[src/hw/rtl/cdeq_pkg.sv]
// Shared types and constants of the circular double-ended queue.
package cdeq_pkg;

   // Width of one stored word
   localparam int WORD_W = 32;
   // Width of the capacity register
   localparam int CAP_W = 9;
   // Capacity after reset
   localparam logic [CAP_W-1:0] CAP_RESET = 9'd256;

   // Operation codes of a request transaction
   typedef enum logic [2:0] {
      OP_PUSH_FRONT = 3'd0,
      OP_PUSH_REAR  = 3'd1,
      OP_POP_FRONT  = 3'd2,
      OP_POP_REAR   = 3'd3,
      OP_PEEK       = 3'd4
   } op_type;

   // Controller states
   typedef enum logic [1:0] {
      ST_IDLE,
      ST_EXEC,
      ST_READ,
      ST_RESP
   } state_type;

   // Request transaction payload
   typedef struct packed {
      logic [2:0]               operation;
      logic signed [WORD_W-1:0] value;
   } req_payload_type;

   // Response transaction payload
   typedef struct packed {
      logic                     accepted;
      logic signed [WORD_W-1:0] front_word;
      logic signed [WORD_W-1:0] rear_word;
      logic                     is_empty;
      logic                     is_full;
   } rsp_payload_type;

   // Commands from the controller to the datapath
   typedef struct packed {
      logic load;
      logic execute;
      logic fetch;
   } cmd_type;

endpackage

[src/hw/rtl/cdeq_ctrl.sv]
// Controller state machine: handshakes and sequencing of one transaction.
module cdeq_ctrl (
   input  logic               clock,
   input  logic               reset,
   input  logic               req_valid,
   output logic               req_stall,
   output logic               rsp_valid,
   input  logic               rsp_stall,
   output cdeq_pkg::cmd_type  cmd
);

   cdeq_pkg::state_type state_ff;
   cdeq_pkg::state_type state_in;

   // Hold the state
   always_ff @(posedge clock) begin
      if (reset) begin
         state_ff <= cdeq_pkg::ST_IDLE;
      end else begin
         state_ff <= state_in;
      end
   end

   // Advance through load, execute, read and respond
   always_comb begin
      state_in    = state_ff;
      req_stall   = 1'b1;
      rsp_valid   = 1'b0;
      cmd.load    = 1'b0;
      cmd.execute = 1'b0;
      cmd.fetch   = 1'b0;
      unique case (state_ff)
         cdeq_pkg::ST_IDLE: begin
            req_stall = 1'b0;
            if (req_valid) begin
               cmd.load = 1'b1;
               state_in = cdeq_pkg::ST_EXEC;
            end
         end
         cdeq_pkg::ST_EXEC: begin
            cmd.execute = 1'b1;
            state_in    = cdeq_pkg::ST_READ;
         end
         cdeq_pkg::ST_READ: begin
            cmd.fetch = 1'b1;
            state_in  = cdeq_pkg::ST_RESP;
         end
         cdeq_pkg::ST_RESP: begin
            rsp_valid = 1'b1;
            if (!rsp_stall) begin
               state_in = cdeq_pkg::ST_IDLE;
            end
         end
         default: begin
            state_in = cdeq_pkg::ST_IDLE;
         end
      endcase
   end

   // A new request is never taken while a response waits
   assert property (@(posedge clock) disable iff (reset) !req_stall |-> !rsp_valid)
      else $error("request taken while a response is pending");

   // An accepted request is executed in the next cycle
   assert property (@(posedge clock) disable iff (reset)
      (req_valid && !req_stall) |=> cmd.execute)
      else $error("accepted request not executed");

   // A store read is followed by a response
   assert property (@(posedge clock) disable iff (reset) cmd.fetch |=> rsp_valid)
      else $error("store read not followed by a response");

endmodule

[config.mk]
export PLATFORM = sky130hd
export DESIGN_NAME = cdeq_ctrl
export DESIGN_NICKNAME = d
export VERILOG_FILES = /design/src/hw/rtl/cdeq_pkg.sv /design/src/hw/rtl/cdeq_ctrl.sv
export SDC_FILE = /design/constraint.sdc
export NUM_CORES = 1
export LEC_CHECK = 0
export BUFFER_PORTS_ARGS = -buffer_cell sky130_fd_sc_hd__buf_2
export CAP_MARGIN = 20
export CORE_AREA = 10 10 47 49
export DETAILED_ROUTE_END_ITERATION = 10
export DIE_AREA = 0 0 57 59
export GPL_TIMING_DRIVEN = 0
export PLACE_DENSITY_LB_ADDON = 0.3
export SLEW_MARGIN = 15
export SYNTH_ARGS = -nofsm -noshare
export SYNTH_HDL_FRONTEND = slang
export SYNTH_SLANG_ARGS = --single-unit
[constraint.sdc]
create_clock -name clock -period 2.2 [get_ports clock]
set_clock_uncertainty 0.1 [all_clocks]
set_input_delay 0 -clock clock [delete_from_list [all_inputs] [get_ports clock]]
set_output_delay 0 -clock clock [all_outputs]
set_load 0.1 [all_outputs]
== Word level (Yosys, flattened, before mapping) ==
Cells that the tools add are included.
W data, S select, Z words.
Storage, ports and cells
  flip-flop bits (word level): 2
  bits of input ports: 4
  output and inout port bits: 5
  logic and storage cells: 17
Cells by class
  equality and inequality tests: 5
  multiplexer cells: 9
  reductions and logical operators: 2
Operators by type and width (number)
  $pmux W2 S4: 1
  $mux W1: 6
  $eq A2 B2 Y1 const B: 2
  $mux W2: 2
  $ne A2 B2 Y1 const B: 2
  $eq A2 B1 Y1 const B: 1
  $logic_not A2 Y1: 1
  $reduce_and A2 Y1: 1

== Longest topological paths before layout ==
  depth in word-level cells: 3
  mapped depth: 5

== Least setup slack after synthesis ==
No wires, ideal clock.
  kind: reg2reg
  start point: reg state_ff[0]
  end point: reg state_ff[0]
  library setup time: 0.070 ns
  arrival time: 1.700 ns
  setup slack: 0.330 ns
  cell stages (with the launch flop): 6
  buffers on the path: 0
  clock period less this slack: 1.870 ns
  cells stage by stage: dfxtp_1 > inv_1 > ha_1 > nor2_1 > or3_1 > a21oi_1
Between the ends
  word-level cells in the longest chain between the ends: 3
  elaborated cells on any way between the ends: 8
  those cells by class: eq/ne (5); mux (1); reduce/logical (2)
Ends and longest elaborated chain
  start: declaration: RTL line cdeq_ctrl.sv:12  | cdeq_pkg::state_type state_ff;
  start signal: assignment: RTL line cdeq_ctrl.sv:18  | state_ff <= cdeq_pkg::ST_IDLE;
  start signal: assignment: RTL line cdeq_ctrl.sv:20  | state_ff <= state_in;
  $eq A2 B2 Y1 or $logic_not A2 Y1 (tied branches): RTL line cdeq_ctrl.sv:32  | unique case (state_ff)
  $ne A2 B2 Y1 (no source line)
  $reduce_and A2 Y1 (no source line)
Several ways; a longest one is shown, not always the timed one.
A chain may end at the register's enable or synchronous reset.

== Final worst setup path ==
Ends and elaborated chain as after synthesis.

==> Implementation_results.wiki <==
{| class="wikitable"
! Metric !! Value
|-
| # setup viols final || 0
|-
| Pin count of the biggest net entering global routing || 5
|-
| Setup CP Type || reg2reg
|-
| Most used cells in the layout excluding fill and tap cells || 8 x sky130_fd_sc_hd__buf_2, 5 x sky130_fd_sc_hd__ha_1, 4 x sky130_fd_sc_hd__inv_1
|-
| Combined area of all synthesized cells || 188 sq um
|-
| Number of flip-flops under the largest register name || 2
|-
| Layout cell share with drive strength beyond 1 || 41.2%
|-
| Net Count, Synth || 30
|-
| Initial Utilization || 13.4%
|-
| Horizontal extent of the die || 57 microns
|-
| Sequential standard cell area || 40.0 sq um
|-
| Final design instance area without fill || 290 sq um
|-
| Class of the worst hold path || in2reg
|-
| Area share of and/or/nand/nor cells after synthesis || 24.7%
|-
| Max Cap Violations || 0
|-
| Number of warnings issued by yosys || 0
|-
| Area of the die || 3360 sq um
|-
| Setup crit start kind || flip-flop
|-
| Clock Root Buffer || sky130_fd_sc_hd__clkbuf_4
|-
| Setup fix buffers added after clock tree synthesis || 0
|-
| Routed wire length on met2 || 164 microns
|-
| RSZ-0062 raised after global routing || no
|-
| Final #Nets || 45
|-
| Final hold vios || 0
|-
| Transition time at the pin with the least slew margin || 0.490 ns
|-
| Post-Place Cell Area || 248 sq um
|-
| Min Clock Period, post-route || 1.52 ns
|-
| Hold Worst Slack || 0.0586 ns
|-
| First-pass GRT wire length || 834 microns
|-
| CP endpoint kind || flip-flop
|-
| Final-report max-slew violation count || 0
|-
| Y dimension of the die || 59 microns
|-
| Share of the synthesized area in compound gates (AO/OA/AOI/OAI) || 12.7%
|-
| Number of buffers added on ports || 8
|-
| Final weighted congestion of routability-driven global placement || 0.657
|-
| Synth Register Bits || 2
|-
| TritonCTS clock tree || done
|-
| Xor-xnor portion of the synthesized cell area || 0%
|-
| Commonest non-fill, non-tap cell in the layout || sky130_fd_sc_hd__buf_2
|-
| Count of different cell masters after synthesis || 12
|-
| Biggest registers after layout || state_ff (2)
|-
| Placement row count || 14
|-
| Share of synthesized cell area in full adder, half adder and majority cells || 33.3%
|-
| 1st-pass router iterations || 1
|-
| Via count of the routed design || 177
|-
| Number of design-rule violations left by the first detailed-router iteration || 0
|-
| Count of mapped cells out of synthesis || 21
|-
| Final TNS setup || 0 ns
|-
| Top reg by flops || state_ff
|-
| Status || completed
|-
| Multi-input logic area || 133 sq um
|-
| Headroom to the max-slew limit || 67.5%
|-
| Arrival time at the worst endpoint || 1.57 ns
|-
| Antenna Cells || 0
|-
| Metal-1 WL || 244 microns
|-
| Fraction of synthesized area in multiplexers || 0%
|-
| Global-route congestion overflow total || 0
|-
| Clock buffer depth || 2
|-
| Sequential fraction of the synthesis area || 21.3%
|-
| Mapped Avg Cell Area || 8.94 sq um
|-
| Average wire per cell in the routed design || 9.38 microns
|-
| H-Tree Depth || 1
|-
| TritonCTS sink count || 2
|-
| Post-DR vias/cell || 3.54
|-
| Amount of wire on met3 after detailed routing || 60 microns
|-
| Vias in the first global route || 195
|-
| Clock transition at the registers of the reported paths || 0.03 ns
|-
| IO Count || 9
|-
| Core outline area || 1400 sq um
|-
| Overall Global Routing Usage || 3.50%
|-
| Final Cycle Share || 69.0%
|-
| Max Clk Rate || 0.659 GHz
|-
| Later-pin clock latency in the skew report || 0.22 ns
|-
| DRC violations left || 0
|-
| Area delta synth->final || 54.7%
|-
| Top sig layer || met3
|-
| Combinational family with the most area after synthesis || adder cells
|-
| Resized Gates After CTS || 0
|-
| Number of antenna violations at the first check in global routing || 0
|-
| Number of nets still failing antenna checks after routing || 0
|-
| CTS buffer count || 3
|-
| Data required, critical path || 2.25 ns
|-
| Worst-path fanout max || 4
|-
| Final Util || 20.7%
|-
| Fill cell count || 165
|-
| Total wirelength of the detailed-routed design || 469 microns
|}
-- synth_stat cells (all sizes together) --
library cell	instances	area share (%)
a21oi	1	2.7
o21ai	2	5.3
dfxtp	2	21
nor2	1	2.0
or3	1	3.3
o41ai	1	4.7
ha	5	33
nor2b	2	11
and2	2	8.7
inv	4	8.0
-- area by class of cell --
class	instances	area share (%)
well taps	16	6.90
flip-flops and latches	2	13.8
repair buffers	10	20.7
multi-input cells	15	45.7
inverters	4	5.17
clock buffers	3	7.76
-- worst paths after layout --
kind         slack (ns)   startpoint  cells past startpoint     endpoint
max                0.68  state_ff[0]                      5  state_ff[0]
min                0.06    req_valid                      3  state_ff[1]
max reg2reg        0.68  state_ff[0]                      5  state_ff[0]
min reg2reg        0.43  state_ff[0]                      2  state_ff[0]
-- cell families after synthesis --
logic type,Yosys count
compound gates,4
fa+ha+maj,5
buf+inv,4
flops,2
simple gates,6
-- per-layer routing --
layer  GRT usage [%]  vias to the layer above
met5               0                        -
met4            4.03                        0
met3            3.86                        0
met2            2.79                        9
met1            3.91                       74
li1                -                       94
-- critical path, cell delays in order (launching register included) --
cell and delay, ns:
sky130_fd_sc_hd__dfxtp_1 0.37, sky130_fd_sc_hd__inv_1 0.10, sky130_fd_sc_hd__ha_1 0.23, sky130_fd_sc_hd__nor2b_4 0.14, sky130_fd_sc_hd__or3_1 0.36, sky130_fd_sc_hd__a21oi_1 0.14
-- timing repair --
item	4_1_cts	5_1_grt
setup endpoints to repair	0	0
hold buffers	2	0
hold endpoints to repair	2	0
-- stage by stage --
stage | std cells | setup WS, ns
CTS | 50 | 0.671
floorplan | 21 | 0.330
global route | 50 | 0.605
finish | 50 | 0.683
global placement | 45 | 0.673
detailed placement | 45 | 0.677
Power is not shown: default switching activity piles up to over one toggle a cycle in this logic, so the estimate is an artifact.
